==> src/hw/rtl/mvma_pkg.sv <==
// Shared types and constants of the matrix-vector multiply-accumulate block.
// Holds the command, result, load and chain token structs and the fixed widths.
// No dependencies; the cell, output stage and top level refer to it by scoped names.
package mvma_pkg;

	localparam int DATA_W    = 16;
	localparam int FRAC_BITS = 8;
	localparam int MAX_DIM   = 16;
	localparam int IDX_W     = 4;
	localparam int DIM_W     = 5;
	localparam int ACC_W     = 40;
	localparam int PROD_W    = 2 * DATA_W;
	localparam int CFG_IDX_W = 3;

	localparam logic signed [DATA_W-1:0] ALPHA_ONE = DATA_W'(1 << FRAC_BITS);

	localparam logic [CFG_IDX_W-1:0] CFG_TRANSPOSE = 3'd0;
	localparam logic [CFG_IDX_W-1:0] CFG_ROWS      = 3'd1;
	localparam logic [CFG_IDX_W-1:0] CFG_COLS      = 3'd2;
	localparam logic [CFG_IDX_W-1:0] CFG_ALPHA     = 3'd3;
	localparam logic [CFG_IDX_W-1:0] CFG_BETA      = 3'd4;

	typedef enum logic [1:0] {
		MODE_MAT     = 2'd0,
		MODE_X       = 2'd1,
		MODE_Y       = 2'd2,
		MODE_COMPUTE = 2'd3
	} mode_t;

	typedef struct packed {
		mode_t                     mode;
		logic [IDX_W-1:0]          row;
		logic [IDX_W-1:0]          col;
		logic signed [DATA_W-1:0]  value;
	} cmd_t;

	typedef struct packed {
		logic [IDX_W-1:0]          index;
		logic signed [DATA_W-1:0]  result;
		logic                      last;
	} res_t;

	// Load bus broadcast to the cells and to the output stage.
	typedef struct packed {
		logic                      mat_we;
		logic                      x_we;
		logic                      y_we;
		logic [IDX_W-1:0]          row;
		logic [IDX_W-1:0]          col;
		logic signed [DATA_W-1:0]  value;
	} ld_t;

	// Partial sum of one y element travelling down the chain.
	typedef struct packed {
		logic                      valid;
		logic                      last;
		logic [IDX_W-1:0]          k;
		logic signed [ACC_W-1:0]   sum;
	} tok_t;

endpackage

==> src/hw/rtl/mvma_ram.sv <==
// Generic single-write, single-read RAM with a registered read port.
// Standalone; used for the matrix storage of each cell and for the y vector.
module mvma_ram #(
	parameter int WIDTH = 16,
	parameter int DEPTH = 16,
	localparam int AW = (DEPTH > 1) ? $clog2(DEPTH) : 1
) (
	input  logic             clk,
	input  logic             we,
	input  logic [AW-1:0]    waddr,
	input  logic [WIDTH-1:0] wdata,
	input  logic [AW-1:0]    raddr,
	output logic [WIDTH-1:0] rdata
);

	logic [WIDTH-1:0] mem_q [DEPTH];
	logic [WIDTH-1:0] rdata_q;

	always_ff @(posedge clk) begin
		if (we) begin
			mem_q[waddr] <= wdata;
		end
		rdata_q <= mem_q[raddr];
	end

	assign rdata = rdata_q;

endmodule

==> src/hw/rtl/mvma_cell.sv <==
// One cell of the multiply-accumulate chain: holds one x element, one matrix
// column and one matrix row, and adds its product to the passing partial sum.
// Depends on mvma_pkg and mvma_ram.
module mvma_cell (
	input  logic                         clk,
	input  logic                         arst_n,
	input  logic [mvma_pkg::IDX_W-1:0]   idx,
	input  mvma_pkg::ld_t                ld,
	input  logic                         transpose,
	input  logic [mvma_pkg::DIM_W-1:0]   lenx,
	input  mvma_pkg::tok_t               tok_in,
	output mvma_pkg::tok_t               tok_out
);

	localparam int RAM_DEPTH = 2 * mvma_pkg::MAX_DIM;
	localparam int RAM_AW    = mvma_pkg::IDX_W + 1;

	logic                                  col_hit;
	logic                                  row_hit;
	logic                                  ram_we;
	logic [RAM_AW-1:0]                     ram_waddr;
	logic [RAM_AW-1:0]                     ram_raddr;
	logic [mvma_pkg::DATA_W-1:0]           ram_rdata;
	logic                                  en;
	logic signed [mvma_pkg::DATA_W-1:0]    x_q;
	mvma_pkg::tok_t                        tok_s1;
	mvma_pkg::tok_t                        tok_s2;
	mvma_pkg::tok_t                        tok_q;
	logic signed [mvma_pkg::PROD_W-1:0]    prod_s2;

	// Lower page holds column idx by row, upper page holds row idx by column.
	// The diagonal element lives only in the lower page.
	assign col_hit   = ld.mat_we && (ld.col == idx);
	assign row_hit   = ld.mat_we && (ld.row == idx) && (ld.col != idx);
	assign ram_we    = col_hit || row_hit;
	assign ram_waddr = col_hit ? {1'b0, ld.row} : {1'b1, ld.col};
	assign ram_raddr = {transpose && (tok_in.k != idx), tok_in.k};
	assign en        = ({1'b0, idx} < lenx);

	mvma_ram #(
		.WIDTH (mvma_pkg::DATA_W),
		.DEPTH (RAM_DEPTH)
	) u_ram (
		.clk   (clk),
		.we    (ram_we),
		.waddr (ram_waddr),
		.wdata (ld.value),
		.raddr (ram_raddr),
		.rdata (ram_rdata)
	);

	always_ff @(posedge clk) begin
		if (ld.x_we && (ld.row == idx)) begin
			x_q <= ld.value;
		end
	end

	always_ff @(posedge clk or negedge arst_n) begin
		if (!arst_n) begin
			tok_s1  <= '0;
			tok_s2  <= '0;
			tok_q   <= '0;
			prod_s2 <= '0;
		end else begin
			tok_s1  <= tok_in;
			tok_s2  <= tok_s1;
			prod_s2 <= en ? (mvma_pkg::PROD_W'($signed(ram_rdata)) * mvma_pkg::PROD_W'(x_q))
			              : '0;
			tok_q.valid <= tok_s2.valid;
			tok_q.last  <= tok_s2.last;
			tok_q.k     <= tok_s2.k;
			tok_q.sum   <= tok_s2.sum + mvma_pkg::ACC_W'(prod_s2);
		end
	end

	assign tok_out = tok_q;

endmodule

==> config.mk <==
export PLATFORM = sky130hd
export DESIGN_NAME = mvma_cell
export DESIGN_NICKNAME = d
export VERILOG_FILES = /design/src/hw/rtl/mvma_pkg.sv /design/src/hw/rtl/mvma_ram.sv /design/src/hw/rtl/mvma_cell.sv
export SDC_FILE = /design/constraint.sdc
export NUM_CORES = 1
export LEC_CHECK = 0
export ABC_AREA = 1
export BUFFER_PORTS_ARGS = -buffer_cell sky130_fd_sc_hd__buf_2
export CORE_MARGIN = 5
export CORE_UTILIZATION = 60
export DETAILED_ROUTE_END_ITERATION = 7
export PLACE_DENSITY_LB_ADDON = 0.25
export SYNTH_ARGS = -nofsm -noshare
export SYNTH_HDL_FRONTEND = slang
export SYNTH_SLANG_ARGS = --single-unit
==> constraint.sdc <==
create_clock -name clk -period 9.2 [get_ports clk]
set_input_delay 0.46 -clock clk [delete_from_list [all_inputs] [get_ports clk]]
set_output_delay 0.46 -clock clk [all_outputs]
set_load 0.01 [all_outputs]
==> results.json <==
{
  "cts_buffers": 73,
  "worstPathCellList": "nand2_1, inv_1, fa_1, fa_1, fa_1, fa_1, fa_1, inv_1, fa_1, inv_1, ha_1, nand2_1, nor2_1, inv_1, nor2_1, and2_1, nand2_1, nand2_1, nand2_1, nand2_1, nor2_1",
  "post_cts_buffers": 0,
  "area.sequential_mm2": 0.0204,
  "cp_max_fo": 16,
  "final_nets": 4607,
  "hold_violations": 0,
  "synth_ff_type": "edfxtp_1",
  "min_period_over_period_pct": 68.2,
  "cp-end-kind": "register",
  "synth.yosys.seq_area_share_pct": 51.2,
  "cts_htree_levels": 3,
  "io_pins": 131,
  "cpPeakStageDelay_ns": 0.91,
  "ant_nets": 0,
  "ys_types": 38,
  "setup_viol": 0,
  "place.gp.congestion": 0.965,
  "cp.required_ns": 9.70,
  "synth_area_leaders": "edfxtp_1 (40%), fa_1 (13%), dfrtp_1 (11%)",
  "cp_top_family": "adder cells",
  "dr.pass1.iters": 6,
  "synth_top_area_share_pct": 39.7,
  "port_buffers": 129,
  "cts.sinks": 714,
  "syn_nets": 4485,
  "final_layout_size_suffix_gt1_share_pct": 7.32,
  "dr_total_vias": 28330,
  "place_hpwl_um": 68800,
  "syn_area_mm2": 0.0399,
  "fin_area_mm2": 0.0441,
  "root_buffer": "clkbuf_16",
  "grt_max_degree": 180,
  "synth.largest_area_cell": "edfxtp_1",
  "fillerInstances": 5008,
  "core-area_mm2": 0.0659,
  "path_class": "register to register",
  "routed_wl_um": 100000,
  "hp-class": "input pin to register",
  "ctsLongestPathBuffers": 3,
  "antenna_found_initial": 1,
  "fin_skew_ns": 0.0332,
  "first_iter_violations": 3095,
  "crit_arrival_ns": 6.77,
  "final.setup.tns_ns": 0,
  "clk_pin_slew_ns": 0.06,
  "maxSlewViolCount": 0,
  "layout_common_cells": "nand2_1 (829), inv_1 (642), nor2_1 (550)",
  "cts-resized-gates": 0,
  "dpl_cell_area_mm2": 0.0412,
  "layout_commonest_cell": "nand2_1",
  "synth_cells": 4013,
  "rows": 94,
  "tightest_slew_ns": 1.03,
  "die_h_um": 268,
  "multi_input_area_mm2": 0.0162,
  "synth-seq-cells": 714,
  "n_antenna_cell": 0,
  "grt_first_pass_wirelength_um": 156000,
  "vias_per_cell": 5.60,
  "drc": 0,
  "rsz0062_at_grt": "false",
  "ys.warnings.count": 0,
  "grt.total_usage_pct": 28.0,
  "clk_latency_ns": 0.63,
  "grt_pass1_vias": 28611,
  "overflow": 0,
  "avgRoutedWirePerCell_um": 19.8,
  "min_period_ns": 6.28,
  "start_kind": "register",
  "syn_to_final_growth_pct": 10.4,
  "slowest_stage": "fa_1",
  "async_flop_share_pct": 23.8,
  "die_area_mm2": 0.0718,
  "outcome": "complete, no violations",
  "synth-edff-count": 528,
  "cts_tree": "built",
  "slew_headroom_pct": 31.3,
  "syn-mean-instance-area_um2": 9.94,
  "critPathBufInv": 4,
  "drv_cap": 0,
  "die_w_um": 268,
  "max_freq_mhz": 159,
  "initial_core_util_pct": 60.6
}
## timing repair
item / 4_1_cts / 5_1_grt
setup endpoints to repair: 0 / 0
endpoints found under the hold margin: 128 / 0
hold buffers: 43 / 0
## layout make-up
type | instances | share of cell area [%]
clock buffers | 87 | 4.36
multi-input cells | 2482 | 36.9
clock inverters | 46 | 1.15
inverters | 649 | 5.54
repair buffers | 215 | 3.25
well taps | 864 | 2.45
flip-flops and latches | 714 | 46.4
## synthesized netlist by cell type (5+ instances only)
library cell / n
o21bai_1: 13
clkbuf_1: 113
dfrtp_1: 170
o21ai_0: 223
inv_2: 5
nor3_1: 12
o21ai_1: 56
fa_1: 263
o221ai_1: 38
buf_1: 5
ha_1: 124
a21oi_1: 59
nor2_1: 554
edfxtp_1: 528
nand3_1: 135
inv_1: 643
xnor2_1: 18
nand2_1: 829
nand3b_1: 5
o211ai_1: 90
dfxtp_1: 16
xor2_1: 23
nand4_1: 19
buf_2: 28
buf_6: 18
## flip-flops by register name, indices dropped and copies added (netlist names)
name	flops
u_ram.mem_q	512
tok_out	46
tok_s1	46
tok_s2	46
prod_s2	32
u_ram.rdata	16
x_q	16
## path summary, 6_finish.rpt
kind	startpoint	endpoint	slack, ns	depth (start not counted)
setup reg to reg	x_q[1]	prod_s2[31]	2.92	21
hold / removal	tok_in[41]	tok_s1[41]	0.34	1
hold reg to reg	tok_s1[36]	tok_s2[36]	0.34	0
min in group asynchronous	arst_n	tok_out[13]	0.48	2
max in group asynchronous	arst_n	prod_s2[25]	7.22	3
setup / recovery	x_q[1]	prod_s2[31]	2.92	21
## per-layer routing
layer  up-vias  global-route usage (%)  part of all wire [%]
li1      13081                       -                     -
met4         2                    10.4                   3.7
met5         -                       0                 0.019
met1     13848                    36.4                    38
met3       194                    4.09                   7.8
met2      1205                    48.7                    50
## metrics by stage
step | setup slack, ns | std cells | hold slack, ns | util [%]
6_report | 2.92 | 5057 | 0.337 | 66.9
2_1_floorplan | 3.74 | 4013 | 0.164 | -
3_3_place_gp | 3.06 | 4881 | 0.332 | 62.5
5_1_grt | 2.57 | 5057 | 0.332 | 66.9
3_5_place_dp | 3.00 | 4881 | 0.335 | 62.5
4_1_cts | 2.95 | 5057 | 0.311 | 66.9
## kinds of logic (layout without fill, tap and decap cells)
kind of cell    Yosys count  count (layout)  share of synthesized area (%)
buf+inv                 817             997                           8.17
simple gates           1569            1569                           15.5
fa+ha+maj               387             387                           17.1
xor+xnor                 41              41                          0.900
compound gates          485             485                           7.12
flops                   714             714                           51.2
Power is left out: the tool's default activity adds up to more than one toggle a clock period on the data nets, which glitch-free logic cannot reach.
