<file path="src/hw/rtl/mvma_pkg.sv">
// Shared types and constants of the matrix-vector multiply-accumulate block.
// Holds the command, result, load and chain token structs and the fixed widths.
// No dependencies; the cell, output stage and top level refer to it by scoped names.
package mvma_pkg;

	localparam int DATA_W    = 16;
	localparam int FRAC_BITS = 8;
	localparam int MAX_DIM   = 16;
	localparam int IDX_W     = 4;
	localparam int DIM_W     = 5;
	localparam int ACC_W     = 40;
	localparam int PROD_W    = 2 * DATA_W;
	localparam int CFG_IDX_W = 3;

	localparam logic signed [DATA_W-1:0] ALPHA_ONE = DATA_W'(1 << FRAC_BITS);

	localparam logic [CFG_IDX_W-1:0] CFG_TRANSPOSE = 3'd0;
	localparam logic [CFG_IDX_W-1:0] CFG_ROWS      = 3'd1;
	localparam logic [CFG_IDX_W-1:0] CFG_COLS      = 3'd2;
	localparam logic [CFG_IDX_W-1:0] CFG_ALPHA     = 3'd3;
	localparam logic [CFG_IDX_W-1:0] CFG_BETA      = 3'd4;

	typedef enum logic [1:0] {
		MODE_MAT     = 2'd0,
		MODE_X       = 2'd1,
		MODE_Y       = 2'd2,
		MODE_COMPUTE = 2'd3
	} mode_t;

	typedef struct packed {
		mode_t                     mode;
		logic [IDX_W-1:0]          row;
		logic [IDX_W-1:0]          col;
		logic signed [DATA_W-1:0]  value;
	} cmd_t;

	typedef struct packed {
		logic [IDX_W-1:0]          index;
		logic signed [DATA_W-1:0]  result;
		logic                      last;
	} res_t;

	// Load bus broadcast to the cells and to the output stage.
	typedef struct packed {
		logic                      mat_we;
		logic                      x_we;
		logic                      y_we;
		logic [IDX_W-1:0]          row;
		logic [IDX_W-1:0]          col;
		logic signed [DATA_W-1:0]  value;
	} ld_t;

	// Partial sum of one y element travelling down the chain.
	typedef struct packed {
		logic                      valid;
		logic                      last;
		logic [IDX_W-1:0]          k;
		logic signed [ACC_W-1:0]   sum;
	} tok_t;

endpackage

</file>
<file path="src/hw/rtl/mvma_ram.sv">
// Generic single-write, single-read RAM with a registered read port.
// Standalone; used for the matrix storage of each cell and for the y vector.
module mvma_ram #(
	parameter int WIDTH = 16,
	parameter int DEPTH = 16,
	localparam int AW = (DEPTH > 1) ? $clog2(DEPTH) : 1
) (
	input  logic             clk,
	input  logic             we,
	input  logic [AW-1:0]    waddr,
	input  logic [WIDTH-1:0] wdata,
	input  logic [AW-1:0]    raddr,
	output logic [WIDTH-1:0] rdata
);

	logic [WIDTH-1:0] mem_q [DEPTH];
	logic [WIDTH-1:0] rdata_q;

	always_ff @(posedge clk) begin
		if (we) begin
			mem_q[waddr] <= wdata;
		end
		rdata_q <= mem_q[raddr];
	end

	assign rdata = rdata_q;

endmodule

</file>
<file path="src/hw/rtl/mvma_post.sv">
// Output stage: scales the finished product sum by alpha, adds beta times the
// old y element, rounds, saturates, writes y back and drives the result.
// If empty, y passes through unwritten. Depends on mvma_pkg and mvma_ram.
module mvma_post (
	input  logic                                clk,
	input  logic                                arst_n,
	input  logic signed [mvma_pkg::DATA_W-1:0]  alpha,
	input  logic signed [mvma_pkg::DATA_W-1:0]  beta,
	input  logic                                empty,
	input  mvma_pkg::ld_t                       ld,
	input  mvma_pkg::tok_t                      tok_in,
	output logic                                res_valid,
	output mvma_pkg::res_t                      res
);

	localparam int SPLIT = 20;
	localparam int HI_W  = mvma_pkg::ACC_W - SPLIT;
	localparam int MUL_HI_W = mvma_pkg::DATA_W + HI_W;
	localparam int MUL_LO_W = mvma_pkg::DATA_W + SPLIT + 1;
	localparam int TOT_W = mvma_pkg::ACC_W + mvma_pkg::DATA_W;
	localparam int SHIFT = 2 * mvma_pkg::FRAC_BITS;
	localparam logic signed [TOT_W-1:0] HALF =
		(SHIFT > 0) ? TOT_W'(64'sd1 <<< (SHIFT - 1)) : '0;

	logic [mvma_pkg::DATA_W-1:0]                 y_rdata;
	logic                                        y_we;
	logic [mvma_pkg::IDX_W-1:0]                  y_waddr;
	logic signed [mvma_pkg::DATA_W-1:0]          y_wdata;
	logic signed [mvma_pkg::DATA_W-1:0]          scaled;

	mvma_pkg::tok_t                              tok_p1;
	logic                                        vld_p2, last_p2;
	logic [mvma_pkg::IDX_W-1:0]                  k_p2;
	logic signed [MUL_HI_W-1:0]                  mul_hi_p2;
	logic signed [MUL_LO_W-1:0]                  mul_lo_p2;
	logic signed [mvma_pkg::PROD_W-1:0]          by_p2;
	logic signed [mvma_pkg::DATA_W-1:0]          y_p2;
	logic                                        vld_p3, last_p3;
	logic [mvma_pkg::IDX_W-1:0]                  k_p3;
	logic signed [TOT_W-1:0]                     tot_p3;
	logic signed [mvma_pkg::DATA_W-1:0]          y_p3;
	logic signed [TOT_W-1:0]                     shifted;
	logic                                        res_valid_q;
	mvma_pkg::res_t                              res_q;

	// Clips to the signed data range: the bits above the result must all
	// copy its sign bit.
	function automatic logic signed [mvma_pkg::DATA_W-1:0] sat(
		input logic signed [TOT_W-1:0] v
	);
		logic [TOT_W-mvma_pkg::DATA_W:0] top;
		top = v[TOT_W-1:mvma_pkg::DATA_W-1];
		if ((&top) || !(|top)) begin
			return v[mvma_pkg::DATA_W-1:0];
		end
		return v[TOT_W-1] ? {1'b1, {(mvma_pkg::DATA_W-1){1'b0}}}
		                  : {1'b0, {(mvma_pkg::DATA_W-1){1'b1}}};
	endfunction

	assign shifted = tot_p3 >>> SHIFT;
	assign scaled  = sat(shifted);

	// Loads and write-backs never meet: loads are taken only while idle.
	assign y_we    = ld.y_we || (vld_p3 && !empty);
	assign y_waddr = ld.y_we ? ld.row : k_p3;
	assign y_wdata = ld.y_we ? ld.value : scaled;

	mvma_ram #(
		.WIDTH (mvma_pkg::DATA_W),
		.DEPTH (mvma_pkg::MAX_DIM)
	) u_yram (
		.clk   (clk),
		.we    (y_we),
		.waddr (y_waddr),
		.wdata (y_wdata),
		.raddr (tok_in.k),
		.rdata (y_rdata)
	);

	always_ff @(posedge clk or negedge arst_n) begin
		if (!arst_n) begin
			tok_p1      <= '0;
			vld_p2      <= 1'b0;
			vld_p3      <= 1'b0;
			res_valid_q <= 1'b0;
		end else begin
			tok_p1      <= tok_in;
			vld_p2      <= tok_p1.valid;
			vld_p3      <= vld_p2;
			res_valid_q <= vld_p3;
		end
	end

	// The 40-bit sum is split so that each multiplier stays narrow.
	always_ff @(posedge clk) begin
		last_p2   <= tok_p1.last;
		k_p2      <= tok_p1.k;
		mul_hi_p2 <= MUL_HI_W'(alpha)
		           * MUL_HI_W'($signed(tok_p1.sum[mvma_pkg::ACC_W-1:SPLIT]));
		mul_lo_p2 <= MUL_LO_W'(alpha) * MUL_LO_W'($signed({1'b0, tok_p1.sum[SPLIT-1:0]}));
		by_p2     <= (beta == '0) ? '0
		           : (mvma_pkg::PROD_W'(beta) * mvma_pkg::PROD_W'($signed(y_rdata)));
		y_p2      <= $signed(y_rdata);

		last_p3   <= last_p2;
		k_p3      <= k_p2;
		y_p3      <= y_p2;
		tot_p3    <= (TOT_W'(mul_hi_p2) <<< SPLIT) + TOT_W'(mul_lo_p2)
		           + (TOT_W'(by_p2) <<< mvma_pkg::FRAC_BITS) + HALF;

		res_q.index  <= k_p3;
		res_q.last   <= last_p3;
		res_q.result <= empty ? y_p3 : scaled;
	end

	assign res_valid = res_valid_q;
	assign res       = res_q;

endmodule

</file>
<file path="config.mk">
export PLATFORM = sky130hd
export DESIGN_NAME = mvma_post
export DESIGN_NICKNAME = d
export VERILOG_FILES = /design/src/hw/rtl/mvma_pkg.sv /design/src/hw/rtl/mvma_ram.sv /design/src/hw/rtl/mvma_post.sv
export SDC_FILE = /design/constraint.sdc
export NUM_CORES = 2
export LEC_CHECK = 0
export BUFFER_PORTS_ARGS = -buffer_cell sky130_fd_sc_hd__buf_2
export CELL_PAD_IN_SITES_DETAIL_PLACEMENT = 1
export CELL_PAD_IN_SITES_GLOBAL_PLACEMENT = 1
export CORE_ASPECT_RATIO = 1.75
export CORE_MARGIN = 2
export CORE_UTILIZATION = 45
export CTS_BUF_LIST = sky130_fd_sc_hd__clkbuf_4 sky130_fd_sc_hd__clkbuf_8 sky130_fd_sc_hd__clkbuf_16
export DETAILED_ROUTE_END_ITERATION = 7
export PLACE_DENSITY_LB_ADDON = 0.1
export SLEW_MARGIN = 0
export SYNTH_ARGS = -nofsm -noshare
export SYNTH_HDL_FRONTEND = slang
export SYNTH_SLANG_ARGS = --single-unit
</file>
<file path="constraint.sdc">
create_clock -name clk -period 7.8 [get_ports clk]
set_input_delay 1.17 -clock clk [delete_from_list [all_inputs] [get_ports clk]]
set_output_delay 1.17 -clock clk [all_outputs]
set_load 0.02 [all_outputs]
</file>
==> run_results.csv <==
group,metric,value,unit
clock_network,cts_buffers,53,
global_route,grt_pass1_vias,38900,
finish,area_delta_synth_final,10.4,%
logic_synthesis,synth_edf_count,256,
clock_network,root_buffer,"clkbuf_16",
hold_path,min_path_cells,0,
global_route,antenna_found_initial,3,
logic_synthesis,syn_inst,4711,
hold_path,hold_path.class,"flip-flop to flip-flop",
sta,rsz0062_at_grt,"false",
sta,finalSetupViolCount,0,
clock_network,cts-resized-gates,0,
routing,ant_nets,0,
global_route,grt_max_degree,66,
worst_setup_path,worst-path-max-fanout,10,
clock_network,cts.clk_slew.worst_paths,0.07,ns
logic_synthesis,synth-seq-cells,521,
finish,final_cell_mix,"inv_1 (1032), fa_1 (864), nand2_1 (558)",
worst_setup_path,reg2reg_depth,21,
logic_synthesis,yosysWarningCount,0,
clock_network,cts_sinks,521,
worst_setup_path,critPathArrivalTime,7.85,ns
sta,max_slew_margin,26.1,%
die,initial_utilization,45.2,%
routing,drtIter0Drc,1289,
sta,finalCriticalPeriod,7.30,ns
die,core-area,112000,µm²
sta,fin_crit_sh,93.6,%
logic_synthesis,synth.area.top_cells,"fa_1 (34%), edfxtp_1 (15%), ha_1 (8.7%)",
logic_synthesis,netlist.top_cell.by_area,"fa_1",
placed_design,place.gp.congestion,0.852,
logic_synthesis,synth.avg_cell_area,10.8,µm²
placed_design,postPlaceCellArea,54100,µm²
finish,drive_above_1_share,11.1,%
worst_setup_path,crit_type,"flip-flop to flip-flop",
worst_setup_path,worstSetupStartpointType,"flip-flop",
finish,fillers,12300,
flow_run,max-cap-violations,0,
global_route,grt_pass1_wl,219000,µm
sta,max_freq,137,MHz
placed_design,post-dp-hpwl,110000,µm
clock_network,h-tree-depth,2,
clock_network,insertion_delay,0.66,ns
logic_synthesis,synth.net_count,6038,
clock_network,clk_path_buf_depth,3,
sta,max_slew.worst_pin.slew,1.10,ns
die,fp.dieH,448,µm
global_route,track_usage,24.9,%
global_route,grt_overflow,0,
routing,num_vias,33300,
placed_design,io_buffers,123,
routing,post_drt_wl_per_cell,21.3,µm
die,die_w,258,µm
routing,drc,0,
run_status,status,"complete, no violations",
logic_synthesis,synthFlopType,"edfxtp_1",
sta,maxSlewViolCount,0,
die,dieArea,116000,µm²
clock_network,post-cts-setup-buffers,0,
logic_synthesis,synth_area,50800,µm²
routing,routed_wl,138000,µm
logic_synthesis,ys_async_sr_fraction,9.40,%
clock_network,cts_tree,"done",
routing,firstDrtPassIters,4,
logic_synthesis,ys_types,76,
sta,hold_viol,0,
finish,fin_nets,6243,
logic_synthesis,netlist.area_leader.share,34.1,%
clock_network,cts_hold_repair.buffers,0,
finish,layout_commonest_cell,"inv_1",
die,row_count,163,
logic_synthesis,ys_seq_area_share,26.1,%
sta,clock_skew,0.0436,ns
finish,final_cell_area,56000,µm²
worst_setup_path,crit_required,8.35,ns
worst_setup_path,endpoint_kind,"flip-flop",
routing,vias_per_cell,5.16,
die,pin_count,130,
## worst paths after layout
check / startpoint / end / slack [ns]
min in group asynchronous: arst_n / tok_p1[12]$_DFF_PN0_ / 0.36
worst max-delay path: u_yram.rdata[1]$_DFF_P_ / by_p2[30]$_SDFF_PN0_ / 0.50
worst max register to register: u_yram.rdata[1]$_DFF_P_ / by_p2[30]$_SDFF_PN0_ / 0.50
max in group asynchronous: arst_n / tok_p1[41]$_DFF_PN0_ / 6.51
worst min-delay path: y_p2[5]$_DFF_P_ / y_p3[5]$_DFF_P_ / 0.31
worst min register to register: y_p2[5]$_DFF_P_ / y_p3[5]$_DFF_P_ / 0.31
## synthesized netlist by cell type (10+ instances only)
library cell and number:
buf_1 10, clkbuf_1 157, nand3_1 21, ha_1 355
o21ai_0 52, xor2_1 36, fa_1 864, xnor2_1 89
a31oi_1 14, nor3_1 20, nand2b_1 38, dfrtp_1 49
dfxtp_1 216, a21o_1 51, edfxtp_1 256, o21a_1 11
inv_1 1032, nor4_1 11, a211oi_1 17, o21bai_1 16
mux2_2 35, nand2_1 558, a21oi_1 97, nand4_1 21
and3_1 15, mux4_2 80, nor2b_1 12, nor2_1 133
and2_1 336
## cell type report
type	instances	area (µm²)	area share [%]
Antenna cell	2	5.00	0.00893
Sequential cell	521	13200	23.6
Clock inverter	23	268	0.478
Inverter	1034	3880	6.93
Tap cell	1485	1860	3.32
Multi-Input combinational cell	2989	33000	58.9
Clock buffer	77	1630	2.90
Timing Repair Buffer	317	2130	3.80
## metrics by stage
stage | TNS (ns) | setup WS [ns] | hold slack (ns) | utilization, % | std cells
3_3_place_gp | -0.00129 | -0.00129 | 0.310 | 48.2 | 6346
6_report | 0 | 0.495 | 0.309 | 49.9 | 6448
5_1_grt | 0 | 0.206 | 0.314 | 49.9 | 6447
4_1_cts | 0 | 0.450 | 0.314 | 49.9 | 6446
3_5_place_dp | 0 | 0.0363 | 0.313 | 48.2 | 6346
2_1_floorplan | 0 | 0.625 | 0.310 | - | 4711
## sequential cells by signal (all words and copies together), names as in the netlist, 4 cells and up
name,cells
u_yram.mem_q,256
tok_p1,46
tot_p3,40
mul_hi_p2,36
by_p2,32
mul_lo_p2,29
res,21
u_yram.rdata,16
y_p2,16
y_p3,16
k_p2,4
k_p3,4
## worst max-delay path: stages, from the launching register on
cell and delay, ns:
dfxtp_1 0.95, buf_4 0.31, nand2_1 0.09, fa_1 0.55
inv_1 0.06, fa_1 0.53, fa_1 0.43, fa_1 0.49
inv_1 0.05, fa_1 0.40, inv_1 0.08, fa_1 0.45
ha_1 0.32, a21oi_1 0.27, nor2b_1 0.08, a211oi_1 0.41
o22a_1 0.25, o221ai_1 0.25, a31oi_1 0.37, nor3b_1 0.13
o31ai_1 0.32, mux2_2 0.39
## logic make-up (layout without fill, tap and decap cells)
group,Yosys count,in the layout,synth area share (%)
and+or+nand+nor,1192,1192,11.3
muxes,116,116,4.34
adders and majority gates,1219,1219,42.8
other,0,2,0
xor gates and xnor gates,125,125,2.16
DFF,521,521,26.1
AOI/OAI and AO/OA,337,337,4.47
buffers and inverters,1201,1451,8.88
## layer usage
| layer | GRT usage [%] | vias up | wire [µm] |
|---|---|---|---|
| met5 | 0 | - | 0 |
| met4 | 7.96 | 0 | 4890 |
| met3 | 1.62 | 198 | 3170 |
| met2 | 50.5 | 489 | 79400 |
| met1 | 27.1 | 17700 | 50100 |
| li1 | - | 15000 | - |
Power is left out: the tool's default activity adds up to more than one toggle a clock period on the data nets, which glitch-free logic cannot reach.
